[src/hdl/lhps_pkg.sv]
// ----------------------------------------------------------------------------
// LED / haptic pattern sequencer package
// Types, pattern ROM and helper functions.
// ----------------------------------------------------------------------------
package lhps_pkg;

	localparam int MAX_STEPS      = 8;
	localparam int PATTERN_COUNT  = 8;
	localparam int TABLE_PATTERNS = 8;
	localparam int TABLE_SLOTS    = 4;
	localparam int PAT_IDX_W      = $clog2(TABLE_PATTERNS);
	localparam int SLOT_W         = $clog2(TABLE_SLOTS);
	localparam int LEN_W          = 5;
	localparam logic [8:0]  FULL_SCALE  = 9'd256;
	localparam logic [15:0] ELAPSED_MAX = 16'hFFFF;

	typedef enum logic [1:0] {
		OP_TICK    = 2'd0,
		OP_TRIGGER = 2'd1,
		OP_CANCEL  = 2'd2,
		OP_SET_LED = 2'd3
	} lhps_op_t;

	typedef struct packed {
		logic [7:0]  r;
		logic [7:0]  g;
		logic [7:0]  b;
		logic [7:0]  buzz;
		logic [15:0] ms;
	} lhps_step_t;

	typedef struct packed {
		logic        active;
		logic [3:0]  pattern_id;
		logic [2:0]  step_index;
		logic [15:0] elapsed_ms;
		logic [8:0]  held_intensity;
		logic [7:0]  red;
		logic [7:0]  green;
		logic [7:0]  blue;
		logic [7:0]  haptic_level;
	} lhps_state_t;

	typedef struct packed {
		logic [1:0] op;
		logic [3:0] pattern_kind;
		logic [8:0] intensity;
		logic [7:0] red_in;
		logic [7:0] green_in;
		logic [7:0] blue_in;
	} lhps_cmd_t;

	localparam lhps_step_t ROM [TABLE_PATTERNS][TABLE_SLOTS] = '{
		'{'{8'd0, 8'd255, 8'd0, 8'd200, 16'd100}, '{8'd0, 8'd255, 8'd0, 8'd0, 16'd100},
		  '{8'd0, 8'd255, 8'd0, 8'd150, 16'd80},  '{8'd0, 8'd0, 8'd0, 8'd0, 16'd0}},
		'{'{8'd0, 8'd0, 8'd0, 8'd200, 16'd100},   '{8'd0, 8'd0, 8'd0, 8'd0, 16'd100},
		  '{8'd0, 8'd0, 8'd0, 8'd200, 16'd100},   '{8'd0, 8'd0, 8'd0, 8'd0, 16'd0}},
		'{'{8'd0, 8'd255, 8'd0, 8'd0, 16'd150},   '{8'd0, 8'd0, 8'd0, 8'd0, 16'd0},
		  '{8'd0, 8'd0, 8'd0, 8'd0, 16'd0},       '{8'd0, 8'd0, 8'd0, 8'd0, 16'd0}},
		'{'{8'd0, 8'd0, 8'd0, 8'd180, 16'd200},   '{8'd0, 8'd0, 8'd0, 8'd0, 16'd100},
		  '{8'd0, 8'd0, 8'd0, 8'd120, 16'd150},   '{8'd0, 8'd0, 8'd0, 8'd0, 16'd0}},
		'{'{8'd255, 8'd255, 8'd0, 8'd0, 16'd300}, '{8'd0, 8'd0, 8'd0, 8'd0, 16'd200},
		  '{8'd255, 8'd255, 8'd0, 8'd0, 16'd300}, '{8'd0, 8'd0, 8'd0, 8'd0, 16'd0}},
		'{'{8'd0, 8'd0, 8'd255, 8'd100, 16'd200}, '{8'd0, 8'd0, 8'd0, 8'd0, 16'd0},
		  '{8'd0, 8'd0, 8'd0, 8'd0, 16'd0},       '{8'd0, 8'd0, 8'd0, 8'd0, 16'd0}},
		'{'{8'd255, 8'd0, 8'd0, 8'd100, 16'd200}, '{8'd0, 8'd0, 8'd0, 8'd0, 16'd0},
		  '{8'd0, 8'd0, 8'd0, 8'd0, 16'd0},       '{8'd0, 8'd0, 8'd0, 8'd0, 16'd0}},
		'{'{8'd255, 8'd0, 8'd0, 8'd255, 16'd200}, '{8'd0, 8'd0, 8'd0, 8'd0, 16'd100},
		  '{8'd255, 8'd0, 8'd0, 8'd255, 16'd200}, '{8'd0, 8'd0, 8'd0, 8'd0, 16'd0}}
	};

	localparam logic [LEN_W-1:0] ROM_LEN [TABLE_PATTERNS] = '{
		5'd3, 5'd3, 5'd1, 5'd3, 5'd3, 5'd1, 5'd1, 5'd3
	};

	function automatic logic [8:0] clamp_scale(input logic [8:0] v);
		return (v > FULL_SCALE) ? FULL_SCALE : v;
	endfunction

	function automatic logic [PAT_IDX_W-1:0] pat_idx(input logic [3:0] id);
		logic [3:0] d;
		d = id - 4'd1;
		return d[PAT_IDX_W-1:0];
	endfunction

	// number of steps played for a kind; zero for none or unknown
	function automatic logic [LEN_W-1:0] steps_of(input logic [3:0] id);
		logic [LEN_W-1:0] n;
		n = '0;
		if (id != 4'd0 && int'(id) <= PATTERN_COUNT && int'(id) <= TABLE_PATTERNS) begin
			n = ROM_LEN[pat_idx(id)];
			if (int'(n) > MAX_STEPS)
				n = LEN_W'(MAX_STEPS);
		end
		return n;
	endfunction

	// running sum of durations up to and including the given step
	function automatic logic [15:0] step_deadline(input logic [PAT_IDX_W-1:0] idx,
			input logic [2:0] step, input logic [LEN_W-1:0] total);
		logic [15:0] sum;
		sum = '0;
		for (int i = 0; i < TABLE_SLOTS; i++) begin
			if (i <= int'(step) && i < int'(total))
				sum = sum + ROM[idx][i].ms;
		end
		return sum;
	endfunction

	function automatic lhps_state_t cancel_all(input lhps_state_t s);
		lhps_state_t o;
		o = s;
		o.active       = 1'b0;
		o.pattern_id   = 4'd0;
		o.step_index   = 3'd0;
		o.red          = 8'd0;
		o.green        = 8'd0;
		o.blue         = 8'd0;
		o.haptic_level = 8'd0;
		return o;
	endfunction

	function automatic lhps_state_t show_step(input lhps_state_t s);
		lhps_state_t o;
		lhps_step_t  st;
		o = s;
		st = ROM[pat_idx(s.pattern_id)][s.step_index[SLOT_W-1:0]];
		o.red          = st.r;
		o.green        = st.g;
		o.blue         = st.b;
		o.haptic_level = st.buzz;
		return o;
	endfunction

endpackage

[src/hdl/lhps_if.sv]
// ----------------------------------------------------------------------------
// LED / haptic pattern sequencer channels
// Command and result channels with valid/ready handshake.
// ----------------------------------------------------------------------------
interface lhps_cmd_if;
	logic       valid;
	logic       ready;
	logic [1:0] op;
	logic [3:0] pattern_kind;
	logic [8:0] intensity;
	logic [7:0] red_in;
	logic [7:0] green_in;
	logic [7:0] blue_in;

	modport source (output valid, op, pattern_kind, intensity, red_in, green_in, blue_in,
		input ready);
	modport sink (input valid, op, pattern_kind, intensity, red_in, green_in, blue_in,
		output ready);
endinterface

interface lhps_rsp_if;
	logic       valid;
	logic       ready;
	logic [7:0] red_pwm;
	logic [7:0] green_pwm;
	logic [7:0] blue_pwm;
	logic [7:0] haptic_pwm;
	logic       running;
	logic [2:0] step_now;

	modport source (output valid, red_pwm, green_pwm, blue_pwm, haptic_pwm, running,
		step_now, input ready);
	modport sink (input valid, red_pwm, green_pwm, blue_pwm, haptic_pwm, running,
		step_now, output ready);
endinterface

[src/hdl/led_haptic_pattern_sequencer_core.sv]
// ----------------------------------------------------------------------------
// LED / haptic pattern sequencer core
// A word accepted waits in the command register, then its result is registered.
// Throughput: one word per cycle unless the result channel stalls; the command
// and result registers each hold one word; input is taken while a result waits.
// Reset: sequencer idle, no result valid, brightness and intensity at full scale.
// ----------------------------------------------------------------------------
module led_haptic_pattern_sequencer_core (
	input  logic              clk,
	input  logic              arst_n,
	lhps_cmd_if.sink          cmd,
	lhps_rsp_if.source        rsp,
	input  logic              cfg_wen,
	input  logic [8:0]        cfg_wdata
);

	logic                   cmd_valid_s1;
	lhps_pkg::lhps_cmd_t    cmd_s1;
	lhps_pkg::lhps_state_t  state_q;
	lhps_pkg::lhps_state_t  state_d;
	logic [8:0]             brightness_q;
	logic                   rsp_valid_q;
	logic [7:0]             red_q;
	logic [7:0]             green_q;
	logic [7:0]             blue_q;
	logic [7:0]             haptic_q;
	logic                   running_q;
	logic [2:0]             step_q;
	logic                   s1_fire;
	logic [16:0]            prod_r;
	logic [16:0]            prod_g;
	logic [16:0]            prod_b;
	logic [16:0]            prod_h;

	assign s1_fire   = cmd_valid_s1 && (!rsp_valid_q || rsp.ready);
	assign cmd.ready = !cmd_valid_s1 || s1_fire;

	always_ff @(posedge clk or negedge arst_n) begin
		if (!arst_n) begin
			cmd_valid_s1 <= 1'b0;
		end else if (cmd.valid && cmd.ready) begin
			cmd_valid_s1 <= 1'b1;
		end else if (s1_fire) begin
			cmd_valid_s1 <= 1'b0;
		end
	end

	always_ff @(posedge clk) begin
		if (cmd.valid && cmd.ready) begin
			cmd_s1 <= '{op: cmd.op, pattern_kind: cmd.pattern_kind, intensity: cmd.intensity,
				red_in: cmd.red_in, green_in: cmd.green_in, blue_in: cmd.blue_in};
		end
	end

	lhps_update u_update (
		.cur (state_q),
		.cmd (cmd_s1),
		.nxt (state_d)
	);

	always_ff @(posedge clk or negedge arst_n) begin
		if (!arst_n) begin
			state_q <= '{held_intensity: lhps_pkg::FULL_SCALE, default: '0};
		end else if (s1_fire) begin
			state_q <= state_d;
		end
	end

	always_ff @(posedge clk or negedge arst_n) begin
		if (!arst_n) begin
			brightness_q <= lhps_pkg::FULL_SCALE;
		end else if (cfg_wen) begin
			brightness_q <= lhps_pkg::clamp_scale(cfg_wdata);
		end
	end

	assign prod_r = 17'(state_d.red) * 17'(brightness_q);
	assign prod_g = 17'(state_d.green) * 17'(brightness_q);
	assign prod_b = 17'(state_d.blue) * 17'(brightness_q);
	assign prod_h = 17'(state_d.haptic_level) * 17'(state_d.held_intensity);

	always_ff @(posedge clk or negedge arst_n) begin
		if (!arst_n) begin
			rsp_valid_q <= 1'b0;
		end else if (s1_fire) begin
			rsp_valid_q <= 1'b1;
		end else if (rsp.ready) begin
			rsp_valid_q <= 1'b0;
		end
	end

	always_ff @(posedge clk) begin
		if (s1_fire) begin
			red_q     <= prod_r[15:8];
			green_q   <= prod_g[15:8];
			blue_q    <= prod_b[15:8];
			haptic_q  <= prod_h[15:8];
			running_q <= state_d.active;
			step_q    <= state_d.step_index;
		end
	end

	assign rsp.valid      = rsp_valid_q;
	assign rsp.red_pwm    = red_q;
	assign rsp.green_pwm  = green_q;
	assign rsp.blue_pwm   = blue_q;
	assign rsp.haptic_pwm = haptic_q;
	assign rsp.running    = running_q;
	assign rsp.step_now   = step_q;

endmodule

[src/hdl/lhps_update.sv]
// ----------------------------------------------------------------------------
// LED / haptic pattern sequencer state update
// Next sequencer state for one command word.
// ----------------------------------------------------------------------------
module lhps_update (
	input  lhps_pkg::lhps_state_t cur,
	input  lhps_pkg::lhps_cmd_t   cmd,
	output lhps_pkg::lhps_state_t nxt
);

	logic [lhps_pkg::LEN_W-1:0]     total;
	logic [lhps_pkg::LEN_W-1:0]     kind_len;
	logic [lhps_pkg::LEN_W-1:0]     step_inc;
	logic [15:0]                    elapsed_inc;
	logic [15:0]                    end_ms;
	lhps_pkg::lhps_state_t          trig;

	always_comb begin
		total       = lhps_pkg::steps_of(cur.pattern_id);
		kind_len    = lhps_pkg::steps_of(cmd.pattern_kind);
		step_inc    = {2'b00, cur.step_index} + 5'd1;
		elapsed_inc = (cur.elapsed_ms != lhps_pkg::ELAPSED_MAX) ?
			cur.elapsed_ms + 16'd1 : cur.elapsed_ms;
		end_ms      = lhps_pkg::step_deadline(lhps_pkg::pat_idx(cur.pattern_id),
			cur.step_index, total);

		trig = lhps_pkg::cancel_all(cur);
		trig.active         = 1'b1;
		trig.pattern_id     = cmd.pattern_kind;
		trig.step_index     = 3'd0;
		trig.elapsed_ms     = 16'd0;
		trig.held_intensity = lhps_pkg::clamp_scale(cmd.intensity);
		trig = lhps_pkg::show_step(trig);

		nxt = cur;
		case (lhps_pkg::lhps_op_t'(cmd.op))
			lhps_pkg::OP_TICK: begin
				if (cur.active) begin
					if (total == '0) begin
						nxt = lhps_pkg::cancel_all(cur);
					end else begin
						nxt.elapsed_ms = elapsed_inc;
						if (elapsed_inc >= end_ms) begin
							nxt.step_index = step_inc[2:0];
							if (step_inc >= total)
								nxt = lhps_pkg::cancel_all(nxt);
							else
								nxt = lhps_pkg::show_step(nxt);
						end
					end
				end
			end
			lhps_pkg::OP_TRIGGER: begin
				if (kind_len == '0)
					nxt = lhps_pkg::cancel_all(cur);
				else
					nxt = trig;
			end
			lhps_pkg::OP_CANCEL: begin
				nxt = lhps_pkg::cancel_all(cur);
			end
			lhps_pkg::OP_SET_LED: begin
				nxt.red   = cmd.red_in;
				nxt.green = cmd.green_in;
				nxt.blue  = cmd.blue_in;
			end
			default: begin
				nxt = cur;
			end
		endcase
	end

endmodule

[src/flat_wrapper.sv]
// flat-port wrapper written by rule: the top's interface ports become plain ports
module led_haptic_pattern_sequencer_core_flat 
  (clk, arst_n, cfg_wen, cfg_wdata, cmd_valid, cmd_op, cmd_pattern_kind, cmd_intensity, cmd_red_in, cmd_green_in, cmd_blue_in, cmd_ready, rsp_valid, rsp_red_pwm, rsp_green_pwm, rsp_blue_pwm, rsp_haptic_pwm, rsp_running, rsp_step_now, rsp_ready);
  lhps_cmd_if cmd_i ();
  lhps_rsp_if rsp_i ();
  input  logic clk;
  input  logic arst_n;
  input  logic cfg_wen;
  input  logic [8:0] cfg_wdata;
  input wire logic [$bits(cmd_i.valid)-1:0] cmd_valid;
  input wire logic [$bits(cmd_i.op)-1:0] cmd_op;
  input wire logic [$bits(cmd_i.pattern_kind)-1:0] cmd_pattern_kind;
  input wire logic [$bits(cmd_i.intensity)-1:0] cmd_intensity;
  input wire logic [$bits(cmd_i.red_in)-1:0] cmd_red_in;
  input wire logic [$bits(cmd_i.green_in)-1:0] cmd_green_in;
  input wire logic [$bits(cmd_i.blue_in)-1:0] cmd_blue_in;
  output wire logic [$bits(cmd_i.ready)-1:0] cmd_ready;
  output wire logic [$bits(rsp_i.valid)-1:0] rsp_valid;
  output wire logic [$bits(rsp_i.red_pwm)-1:0] rsp_red_pwm;
  output wire logic [$bits(rsp_i.green_pwm)-1:0] rsp_green_pwm;
  output wire logic [$bits(rsp_i.blue_pwm)-1:0] rsp_blue_pwm;
  output wire logic [$bits(rsp_i.haptic_pwm)-1:0] rsp_haptic_pwm;
  output wire logic [$bits(rsp_i.running)-1:0] rsp_running;
  output wire logic [$bits(rsp_i.step_now)-1:0] rsp_step_now;
  input wire logic [$bits(rsp_i.ready)-1:0] rsp_ready;
  assign cmd_i.valid = cmd_valid;
  assign cmd_i.op = cmd_op;
  assign cmd_i.pattern_kind = cmd_pattern_kind;
  assign cmd_i.intensity = cmd_intensity;
  assign cmd_i.red_in = cmd_red_in;
  assign cmd_i.green_in = cmd_green_in;
  assign cmd_i.blue_in = cmd_blue_in;
  assign cmd_ready = cmd_i.ready;
  assign rsp_valid = rsp_i.valid;
  assign rsp_red_pwm = rsp_i.red_pwm;
  assign rsp_green_pwm = rsp_i.green_pwm;
  assign rsp_blue_pwm = rsp_i.blue_pwm;
  assign rsp_haptic_pwm = rsp_i.haptic_pwm;
  assign rsp_running = rsp_i.running;
  assign rsp_step_now = rsp_i.step_now;
  assign rsp_i.ready = rsp_ready;
  led_haptic_pattern_sequencer_core u_core (.clk(clk), .arst_n(arst_n), .cmd(cmd_i), .rsp(rsp_i), .cfg_wen(cfg_wen), .cfg_wdata(cfg_wdata));
endmodule
[config.mk]
export PLATFORM = sky130hd
export DESIGN_NAME = led_haptic_pattern_sequencer_core_flat
export DESIGN_NICKNAME = d
export VERILOG_FILES = /design/src/hdl/lhps_pkg.sv /design/src/hdl/lhps_if.sv /design/src/hdl/led_haptic_pattern_sequencer_core.sv /design/src/hdl/lhps_update.sv /design/src/flat_wrapper.sv
export SDC_FILE = /design/constraint.sdc
export NUM_CORES = 1
export LEC_CHECK = 0
export BUFFER_PORTS_ARGS = -buffer_cell sky130_fd_sc_hd__buf_2
export CORE_MARGIN = 2
export CORE_UTILIZATION = 59
export CTS_CLUSTER_DIAMETER = 100
export CTS_CLUSTER_SIZE = 12
export DETAILED_ROUTE_END_ITERATION = 10
export PLACE_DENSITY = 0.77
export RECOVER_POWER = 100
export SETUP_SLACK_MARGIN = 0.02
export SYNTH_ARGS = -nofsm -noshare
export SYNTH_HDL_FRONTEND = slang
export SYNTH_SLANG_ARGS = --single-unit
[constraint.sdc]
create_clock -name clk -period 11.8 [get_ports clk]
set_input_delay 0 -clock clk [delete_from_list [all_inputs] [get_ports clk]]
set_output_delay 0 -clock clk [all_outputs]
set_load 0.1 [all_outputs]
[Word-level counts from Yosys, hierarchy flattened]
Memories as Yosys holds them, arrays and structs flattened.
Index checks and enable logic that the tools add are counted.
Operators by class
  add/sub/neg operators: 7
  $mul: 4
  divide/modulo/power cells: 0
  magnitude comparators: 18
  equal/unequal tests: 9
  shift-type cells: 0
  multiplexer cells: 34
  bitwise logic cells: 4
  reduce and logical (&&, ||, !) cells: 24
Operators with widths (number)
  $mux W192: 4
  $mux W65: 5
  $pmux W33 S3: 1
  $bmux W48 S2: 1
  $mux W48: 2
  $pmux W24 S4: 1
  $mux W16: 5
  $mul A8 B9 Y16: 4
  $add A16 B16 Y16: 3
  $mux W5: 8
  $pmux W8 S3: 1
  $gt A9 B9 Y1 const B: 2
  $mux W9: 2
  $add A16 B1 Y16 const B: 1
  $ge A16 B16 Y1: 1
  $ne A16 B16 Y1 const B: 1
  $gt A5 B4 Y1 const B: 2
  $logic_not A5 Y1: 2
  $lt A1 B5 Y1 const A: 2
  $lt A2 B5 Y1 const A: 2
  $logic_and A1 B1 Y1: 9
  $ge A4 B4 Y1 const B: 2
  $le A4 B4 Y1 const B: 2
  $not A3 Y4: 2
  other kinds (22): 35
Storage, ports and cells
  bits in registers: 151
  bits in latches: 0
  RAM bits: 0
  memory bits (read-only): 3152
  input bits: 53
  output and inout port bits: 38
  word-level logic and storage cells: 128
  memories kept: 4
Memories
  (name not given): depth 8, bits a word 192, rd ports 1, clocked after Yosys merged registers in 0, wr ports 0, RTL line lhps_pkg.sv:127  | st = ROM[pat_idx(s.pattern_id)][s.step_index[SLOT_W-1:0]];
  (name not given): depth 8, bits a word 192, rd ports 1, clocked after Yosys merged registers in 0, wr ports 0, RTL line lhps_pkg.sv:127
  (name not given): depth 8, bits a word 5, rd ports 1, clocked after Yosys merged registers in 0, wr ports 0, RTL line lhps_pkg.sv:91  | n = ROM_LEN[pat_idx(id)];
  (name not given): depth 8, bits a word 5, rd ports 1, clocked after Yosys merged registers in 0, wr ports 0, RTL line lhps_pkg.sv:91

[Depth between registers and ports, before layout]
Gate-level depths: netlist (run 1).
  word-level depth: 22
  mapped depth: 51
  gate-level depth less buffers: 48

[Hierarchy]
A second synthesis (run 1) with hierarchy kept.
Unflattened totals
  cell total of the unflattened synthesis: 1706
  area total of the unflattened synthesis: 16593.4 µm²
By module, submodules not included
  led_haptic_pattern_sequencer_core: times used 1, cells an instance 1244, area an instance 13574.3 µm², seq. area each 4156.5 µm²
  lhps_update: times used 1, cells an instance 462, area an instance 3019.1 µm², seq. area each 0.0 µm²

[Least setup slack after synthesis (run 1)]
Ideal clock, no wire load.
  kind: register to register
  from: register u_core.state_q[60] in the netlist's numbering
  to: register u_core.red_q[7], in the netlist u_core.rsp.red_pwm[7] (data pin)
  library setup time: 260 ps
  data arrival time: 10001 ps
  data required time: 11540 ps
  setup slack: 1539 ps
  stages on the path, launching flop included: 47
  buffers on the path: 3
  period minus slack after synthesis: 10261 ps
  cells stage by stage: dfrtp_1 -> inv_1 -> ha_1 -> xnor2_1 -> clkbuf_1 -> nand2_1 -> a21boi_0 -> nand2_1 -> nor2_1 -> a31oi_1 -> clkbuf_1 -> mux2i_1 -> inv_1 -> ha_1 -> a21o_1 -> a21oi_1 -> o21bai_1 -> a21oi_1 -> [11 not listed] -> buf_2 -> o21ai_1 -> nor2_1 -> nand2_1 -> fa_1 -> fa_1 -> inv_1 -> fa_1 -> inv_1 -> fa_1 -> inv_1 -> ha_1 -> nand4_1 -> or4_1 -> o31ai_4 -> o211a_4 -> a311oi_2 -> xnor2_1
Between the ends
  word-level cells in the longest chain between the ends: 22
  elaborated cells between the ends (all ways): 41
  those cells by class: 4 x add/sub; 1 x mul; 8 x order compare; 18 x mux; 1 x bitwise; 7 x reduce/logical; 2 x memory
Ends and longest elaborated chain
  start, declared: RTL line led_haptic_pattern_sequencer_core.sv:19  | lhps_pkg::lhps_state_t state_q;
  start signal, assigned: RTL line led_haptic_pattern_sequencer_core.sv:65  | state_q <= state_d;
  $sub A3 B1 Y3: RTL line lhps_pkg.sv:82  | d = id - 4'd1;
  $not A3 Y4 (not written as such): RTL line lhps_pkg.sv:91, lhps_pkg.sv:105, lhps_pkg.sv:127
  $mem_v2 Z8 W5
  $mux W5 (not written as such) (2 in a row): RTL line lhps_pkg.sv:91
  $gt A5 B4 Y1: RTL line lhps_pkg.sv:92  | if (int'(n) > MAX_STEPS)
  $mux W5: RTL line lhps_pkg.sv:92
  $mux W5: RTL line lhps_pkg.sv:90  | if (id != 4'd0 && int'(id) <= PATTERN_COUNT && int'(id) <= TABLE_PATTERNS) begin
  $lt A1 B5 Y1: RTL line lhps_pkg.sv:104  | if (i <= int'(step) && i < int'(total))
  [6 not listed]
  $mux W16: RTL line lhps_pkg.sv:104
  $ge A16 B16 Y1: RTL line lhps_update.sv:43  | if (elapsed_inc >= end_ms) begin
  $mux W65: RTL line lhps_update.sv:43
  $mux W65 (*): RTL line lhps_update.sv:39  | if (total == '0) begin
  $mux W65 (*): RTL line lhps_update.sv:38  | if (cur.active) begin
  $pmux W24 S4 (*): RTL line lhps_update.sv:36  | case (lhps_pkg::lhps_op_t'(cmd.op))
  $mul A8 B9 Y16 (*): RTL line led_haptic_pattern_sequencer_core.sv:77  | assign prod_r = 17'(state_d.red) * 17'(brightness_q);
  named net u_core.prod_r[15]: RTL line led_haptic_pattern_sequencer_core.sv:30  | logic [16:0] prod_r;
  end signal, assigned: RTL line led_haptic_pattern_sequencer_core.sv:94  | red_q <= prod_r[15:8];
  end, declared: RTL line led_haptic_pattern_sequencer_core.sv:23  | logic [7:0] red_q;
The timed path passes the listed nets; every way through them passes the cells marked *. The select of a mux whose other input is x is not followed.
A chain may end at the register's enable or synchronous reset.

[Worst setup path after layout (run 1)]
  from: register u_core.state_q[60] in the netlist's numbering
  to: register u_core.blue_q[7], in the netlist u_core.rsp.blue_pwm[7] (data pin)
Between the ends
  word-level cells in the longest chain between the ends: 22
  elaborated cells between the ends (all ways): 41
  those cells by class: 4 x add/sub; 1 x mul; 8 x order compare; 18 x mux; 1 x bitwise; 7 x reduce/logical; 2 x memory
Ends and longest elaborated chain
  $sub A3 B1 Y3: RTL line lhps_pkg.sv:82
  $not A3 Y4 (not written as such): RTL line lhps_pkg.sv:91, lhps_pkg.sv:105, lhps_pkg.sv:127
  $mem_v2 Z8 W5
  $mux W5 (not written as such) (2 in a row): RTL line lhps_pkg.sv:91
  $gt A5 B4 Y1: RTL line lhps_pkg.sv:92
  $mux W5: RTL line lhps_pkg.sv:92
  $mux W5: RTL line lhps_pkg.sv:90
  $lt A1 B5 Y1: RTL line lhps_pkg.sv:104
  [6 not listed]
  $mux W16: RTL line lhps_pkg.sv:104
  $ge A16 B16 Y1: RTL line lhps_update.sv:43
  $mux W65: RTL line lhps_update.sv:43
  $mux W65 (*): RTL line lhps_update.sv:39
  $mux W65 (*): RTL line lhps_update.sv:38
  $pmux W24 S4 (*): RTL line lhps_update.sv:36
  $mul A8 B9 Y16 (*): RTL line led_haptic_pattern_sequencer_core.sv:79  | assign prod_b = 17'(state_d.blue) * 17'(brightness_q);
  named net u_core.prod_b[15]: RTL line led_haptic_pattern_sequencer_core.sv:32  | logic [16:0] prod_b;
  end signal, assigned: RTL line led_haptic_pattern_sequencer_core.sv:96  | blue_q <= prod_b[15:8];
  end, declared: RTL line led_haptic_pattern_sequencer_core.sv:25  | logic [7:0] blue_q;
Marks and branches as above.

==> qor.yml, run 1 <==
rsz0062_at_grt: "no"
htree_levels: 4
clk_path_buf_depth: 2
numCtsBuffers: 17
worstMarginPinSlew_ns: 4.09
leakagePower_nw: 8.95
r2r-start: "u_core.state_q[60]"
coreArea_um2: 27700
p_comb_frac: 0.481
switchingPower_w: 0.00114
syn-num-nets: 2233
dp_hpwl_mm: 32.7
setup.worst_path.start: "u_core.state_q[60]"
io_pins: 91
period_share: 0.931
cts_tree: "yes"
root_buffer: "clkbuf_16"
globalRouteMet3Util: 0.0670
clk_latency_ns: 0.46
fin_tns_setup_ns: 0
finalSetupViolCount: 0
synth_area_per_cell_um2: 8.95
critical_path_arrival_ns: 11.19
p_seq_frac: 0.285
hold_viol_final: 0
max_stage_delay_ns: 0.55
yosysWarnings: 0
startpoint_type: "flop"
area_growth_pct: 13.3
power_per_cell_area_nw_per_um2: 133
synth_area_um2: 16600
clock_skew_ns: 0.0144
grt.total_usage: 0.327
via_per_inst: 5.98
drc: 0
first_pass_iters: 5
fmax_ghz: 0.0910
antenna_cells: 0
grt_max_degree: 67
power.share.switching: 0.460
ys_top_cells_by_area: "fa_1 (20%), edfxtp_1 (14%), ha_1 (13%), dfrtp_1 (11%), nand2_1 (5.8%)"
overflow: 0
netlist_top_cells_count: "nand2_1 (254), inv_1 (247), ha_1 (167), fa_1 (162), nor2_1 (134)"
grt_pass1_wl_mm: 74.8
required_ns: 12.00
synth.top_cell.area_share: 0.196
use_met1: 0.417
synth-seq-cells: 151
fin_crit_ns: 10.99
dieArea_um2: 29400
setup.worst_path.end_class: "flop"
slew_headroom: -1.73
layout.nets: 2385
vias: 14300
antenna_found_initial: 1
drt_iter0_drc: 1255
setup.worst_path.class: "reg -> reg"
multi_input_area_um2: 11300
wl_per_cell_um: 19.1
drive_gt1_frac: 0.0714
dieHeight_um: 172
cp_max_fo: 12
yosysMostFrequentCell: "nand2_1"
hold_path.class: "in -> reg"
violations: "capacitance limit, slew limit"
max_cap_violations: 4
seq_area_frac_synth: 0.251
nFillCells: 2185
initial_utilization: 0.598
synth_edf_count: 75
clk_pin_slew_worst_paths_ns: 0.07
dieWidth_um: 172
reg2regPathDepth: 41
drt_wl_total_mm: 45.6
r2r_end: "u_core.rsp.blue_pwm[7]"
p_int_w: 0.00134
slowest_stage: "nor3_1"
ant_nets: 0
synth_top_cell_by_area: "fa_1"
outcome: "finished with violations"
p_clk_frac: 0.234
register_area_um2: 4160
slew_violations: 220
ir_drop_v: 0.000114
grt.met2_usage: 0.548
synthArstFlopShare: 0.503
ys_types: 81
reg2reg_slack_ns: 0.81
synth_ff_type: "edfxtp_1"
grt_pass1_vias: 14900
cts.sinks: 151
io_buffers: 90
grt.busiest_layer: "met2"
gp_congestion: 0.920
num_rows: 61
crit_end: "u_core.rsp.blue_pwm[7]"
syn_inst: 1851
final_util: 0.678
## sequential cells by signal, indices dropped and copies added, names as in the netlist
register,flops
u_core.rsp.blue_pwm,8
u_core.rsp.haptic_pwm,8
u_core.rsp.running,1
u_core.rsp.green_pwm,8
u_core.rsp.valid,1
u_core.rsp.step_now,3
u_core.cmd_valid_s1,1
u_core.state_q,65
u_core.brightness_q,9
u_core.cmd_s1,39
u_core.rsp.red_pwm,8
## worst min-delay path by stage
stage,end,cells after the start,startpoint
after floorplan,u_core.brightness_q[0],0,arst_n
after CTS,u_core.cmd_s1[26],2,cmd_intensity[2]
after global routing,u_core.cmd_s1[31],2,cmd_intensity[7]
after global placement,u_core.state_q[48],1,arst_n
final,u_core.cmd_s1[15],2,cmd_green_in[7]
after detailed placement,u_core.state_q[48],1,arst_n
## per-stage QoR
stage	instances	setup slack, ns	total power, W	hold slack [ns]	instance area, um^2
after CTS	2394	0.505	0.00247	0.235	18800
after detailed placement	2291	0.559	0.00187	-0.0949	17500
after floorplan	1851	1.54	0.00159	-0.296	16600
after global placement	2291	0.999	0.00183	-0.0998	17500
after global routing	2394	0.0391	0.00265	0.247	18800
final	2394	0.810	0.00249	0.255	18800
## layout by cell type (no fill, tap or decap), drive strengths merged, types with 5 or more instances in the layout
master       count
nand3b          11
nor2b            9
o21a            15
mux2             5
fa             162
nand2          255
a21o            15
nand3           17
a31oi           16
nand2b          30
nor4            37
xnor2           40
a21oi           89
and3            12
dlygate4sd3     71
a211oi          10
nand4           12
nor3            85
nor2           134
ha             167
buf             70
mux2i           10
and2            36
inv            254
o21bai           7
o21ai           93
o31ai           12
edfxtp          75
clkbuf          73
a22o            11
dfrtp           74
xor2            22
or3             10
## kinds of logic (layout without fill, tap and decap cells)
logic type | after synthesis | after routing | synth area share
and+or+nand+nor | 662 | 662 | 0.187
adders and majority gates | 329 | 329 | 0.322
AOI/OAI and AO/OA | 319 | 319 | 0.127
buffers and inverters | 313 | 478 | 0.0714
DFF | 151 | 151 | 0.251
xor gates and xnor gates | 62 | 62 | 0.0332
muxes | 15 | 15 | 0.00944
## power groups by stage
stage	registers, W	clock network, W	logic, W
after global routing	0.000716	0.000610	0.00132
after CTS	0.000702	0.000586	0.00118
after floorplan	0.000903	0	0.000684
after global placement	0.000710	0	0.00112
final	0.000708	0.000583	0.00120
after detailed placement	0.000711	0	0.00116
## worst max-delay path, delay by kind of cell, from the launching register on
kind                     cells  cell delay, ns
multiplexers                 1            0.32
adder cells (fa/ha/maj)      8            3.36
XOR/XNOR                     2            0.54
AND/OR/NAND/NOR              7            1.65
flip-flops                   1            0.48
AO/OA/AOI/OAI               18            3.96
buffers and inverters        5            0.40
## per-layer routing
| layer | up-vias | share of wire |
|---|---|---|
| met5 | - | 0.00028 |
| met4 | 2 | 0.031 |
| met3 | 134 | 0.086 |
| met2 | 727 | 0.48 |
| met1 | 6901 | 0.40 |
| li1 | 6554 | - |
## layout make-up
class	count	area share
Tap cell	378	0.0252
Clock buffer	17	0.0227
Inverter	249	0.0500
Multi-Input combinational cell	1387	0.600
Timing Repair Buffer	197	0.0709
Sequential cell	151	0.221
Clock inverter	15	0.0100
## repair_timing
item                                   4_1_cts  5_1_grt
hold buffers                                71        0
setup buffers                                0        0
endpoints found under the hold margin       68        0
resized for setup                            0       13
setup endpoints to repair                    0       27
Note: power is estimated with default switching activity, not from simulation.
==> run 2: changes to the inputs <==
--- a/config.mk
+++ b/config.mk
@@ -5,13 +5,12 @@
 export SDC_FILE = /design/constraint.sdc
 export NUM_CORES = 1
 export LEC_CHECK = 0
-export BUFFER_PORTS_ARGS = -buffer_cell sky130_fd_sc_hd__buf_2
 export CORE_MARGIN = 2
-export CORE_UTILIZATION = 59
+export CORE_UTILIZATION = 30
 export CTS_CLUSTER_DIAMETER = 100
 export CTS_CLUSTER_SIZE = 12
 export DETAILED_ROUTE_END_ITERATION = 10
-export PLACE_DENSITY = 0.77
+export DONT_BUFFER_PORTS = 1
 export RECOVER_POWER = 100
 export SETUP_SLACK_MARGIN = 0.02
 export SYNTH_ARGS = -nofsm -noshare
==> run 2 against run 1 <==
The flow still finishes with violations (capacitance limit, slew limit). Design area is essentially flat. Utilization shrank 34 points. Cell count grew 9.9%. Routed wire length grew 3.2%. Highest routed layer is now met4. Sequential power grew 31%. Non-clock buffer count shrank 90. Clock-buffer cell count is the same. Register-to-register slack gained 0.02 ns. First-iteration DRC count shrank 23%. Via count shrank 4.6%. Combinational power shrank 20%. Sequential cell count is the same.
==> qor.yml, run 2 (synthesis results as in run 1) <==
outcome: "finished with violations"
violations: "capacitance limit, slew limit"
hold_path.class: "in -> reg"
slowest_stage: "fa_1"
hold_depth: 1
r2r_end: "u_core.rsp.haptic_pwm[7]"
cts_tree: "yes"
hold_viol_final: 0
power_per_cell_area_nw_per_um2: 131
r2r-start: "u_core.state_q[60]"
max_cap_violations: 4
drt-met1-wl_mm: 21.8
antenna_found_initial: 0
ir_drop_v: 0.000140
required_ns: 12.16
via_per_inst: 5.20
power_w: 0.00246
cts.sinks: 151
hold_ws_ns: 0.130
top_layer_used: "met4"
fin_tns_setup_ns: 0
setup.worst_path.end_class: "flop"
fin_crit_ns: 10.97
min_to: "u_core.cmd_s1[28]"
reg2reg_slack_ns: 0.83
critical_path_arrival_ns: 11.33
dieArea_um2: 57100
area_growth_pct: 13.2
num_rows: 86
setup.worst_path.class: "reg -> reg"
min-delay-start: "cmd_intensity[4]"
largest_reg_flops: 65
initial_utilization: 0.302
grt.total_usage: 0.172
finalSetupViolCount: 0
clk_latency_ns: 0.49
finalInstanceArea_um2: 18800
gp_congestion: 0.886
htree_levels: 4
numCtsBuffers: 17
clk_path_buf_depth: 2
mostFrequentLayoutCell: "nand2_1"
leakagePower_nw: 8.69
largest_register: "u_core.state_q"
layout.nets: 2295
coreArea_um2: 54900
grt_pass1_wl_mm: 76.4
critPathMostFrequentCell: "a21oi_1"
period_share: 0.930
ant_nets: 0
io_pins: 91
dp_hpwl_mm: 35.3
reg.largest.list: "u_core.state_q (65), u_core.cmd_s1 (39), u_core.brightness_q (9)"
first_pass_iters: 5
startpoint_type: "flop"
drt_iter0_drc: 971
drc: 0
slew_headroom: -2.18
drt_wl_total_mm: 47.1
clk_pin_slew_worst_paths_ns: 0.07
max_stage_delay_ns: 0.56
overflow: 0
fmax_ghz: 0.0911
cp_max_fo: 18
root_buffer: "clkbuf_16"
drive_gt1_frac: 0.0618
postPlaceCellArea_um2: 17500
grt_pass1_vias: 14000
worstMarginPinSlew_ns: 4.77
vias: 13700
dieWidth_um: 239
wl_met2_mm: 21.4
clock_skew_ns: 0.0134
io_buffers: 0
reg2regPathDepth: 47
antenna_cells: 0
final_util: 0.342
grt_max_degree: 77
routed-wl-met3_mm: 2.64
dieHeight_um: 239
final_cell_mix: "nand2_1 (253), inv_1 (246), ha_1 (167), fa_1 (162), nor2_1 (132)"
slew_violations: 224
wl_per_cell_um: 17.9
[run 2: cell types whose count changed in the layout (fill, tap and decap cells not counted), moves of 6 or more]
cell           delta
o21ai_0           -7
clkbuf_1         -48
buf_4            +15
buf_2            -46
dlygate4sd3_1    -11
o21ai_1           +6
[run 2: critical path: cells and delay by family, from the launching register on]
kind                       cells  cell delay [ns]
buffers and inverters          8             1.44
muxes                          2             0.61
adders and majority gates      8             3.32
and+or+nand+nor               10             1.50
xor gates and xnor gates       1             0.14
DFF                            1             0.48
AOI/OAI and AO/OA             18             3.34
[run 2: metrics by stage]
| step | cells | setup slack [ns] |
|---|---|---|
| floorplan | 1851 | 1.54 |
| global placement | 2535 | 0.647 |
| detailed placement | 2535 | 0.282 |
| CTS | 2628 | 0.221 |
| global route | 2630 | -0.0374 |
| finish | 2630 | 0.827 |
[run 2: worst max-delay path by stage]
stage          cells past startpoint                  endpoint                from  slack [ns]
5_1_grt                           46    u_core.rsp.blue_pwm[5]  u_core.state_q[60]       -0.04
3_3_place_gp                      45     u_core.rsp.red_pwm[7]  u_core.state_q[60]        0.65
6_report                          47  u_core.rsp.haptic_pwm[7]  u_core.state_q[60]        0.83
2_1_floorplan                     46     u_core.rsp.red_pwm[7]  u_core.state_q[60]        1.54
3_5_place_dp                      45     u_core.rsp.red_pwm[7]  u_core.state_q[60]        0.28
4_1_cts                           45     u_core.rsp.red_pwm[7]  u_core.state_q[60]        0.22
[run 2: repair_timing]
action                                 CTS  global route
hold buffers                            61             0
buffers inserted                         0             2
setup endpoints to repair                0            31
resized for setup                        0            19
endpoints found under the hold margin  126             0
[run 2: where the power goes]
part | internal [W] | switching [W] | leakage [nW] | total, W
logic | 0.000358 | 0.000602 | 6.70 | 0.000960
registers | 0.000654 | 0.000272 | 1.72 | 0.000926
clock network | 0.000298 | 0.000272 | 0.271 | 0.000569
total | 0.00131 | 0.00115 | 8.69 | 0.00246
[run 2: cell type report]
type | instances | area, um^2
clock buffer | 17 | 425
tap | 704 | 881
clock inverter | 15 | 156
multi-input combinational | 1387 | 11300
inverter | 249 | 940
fill | 5654 | 36100
sequential | 151 | 4160
timing repair buffer | 107 | 923
[run 2: metal layers]
metal | GRT usage | vias up
li1 | - | 6379
met1 | 0.235 | 6774
met2 | 0.271 | 439
met3 | 0.0306 | 72
met4 | 0.0621 | 0
met5 | 0 | -
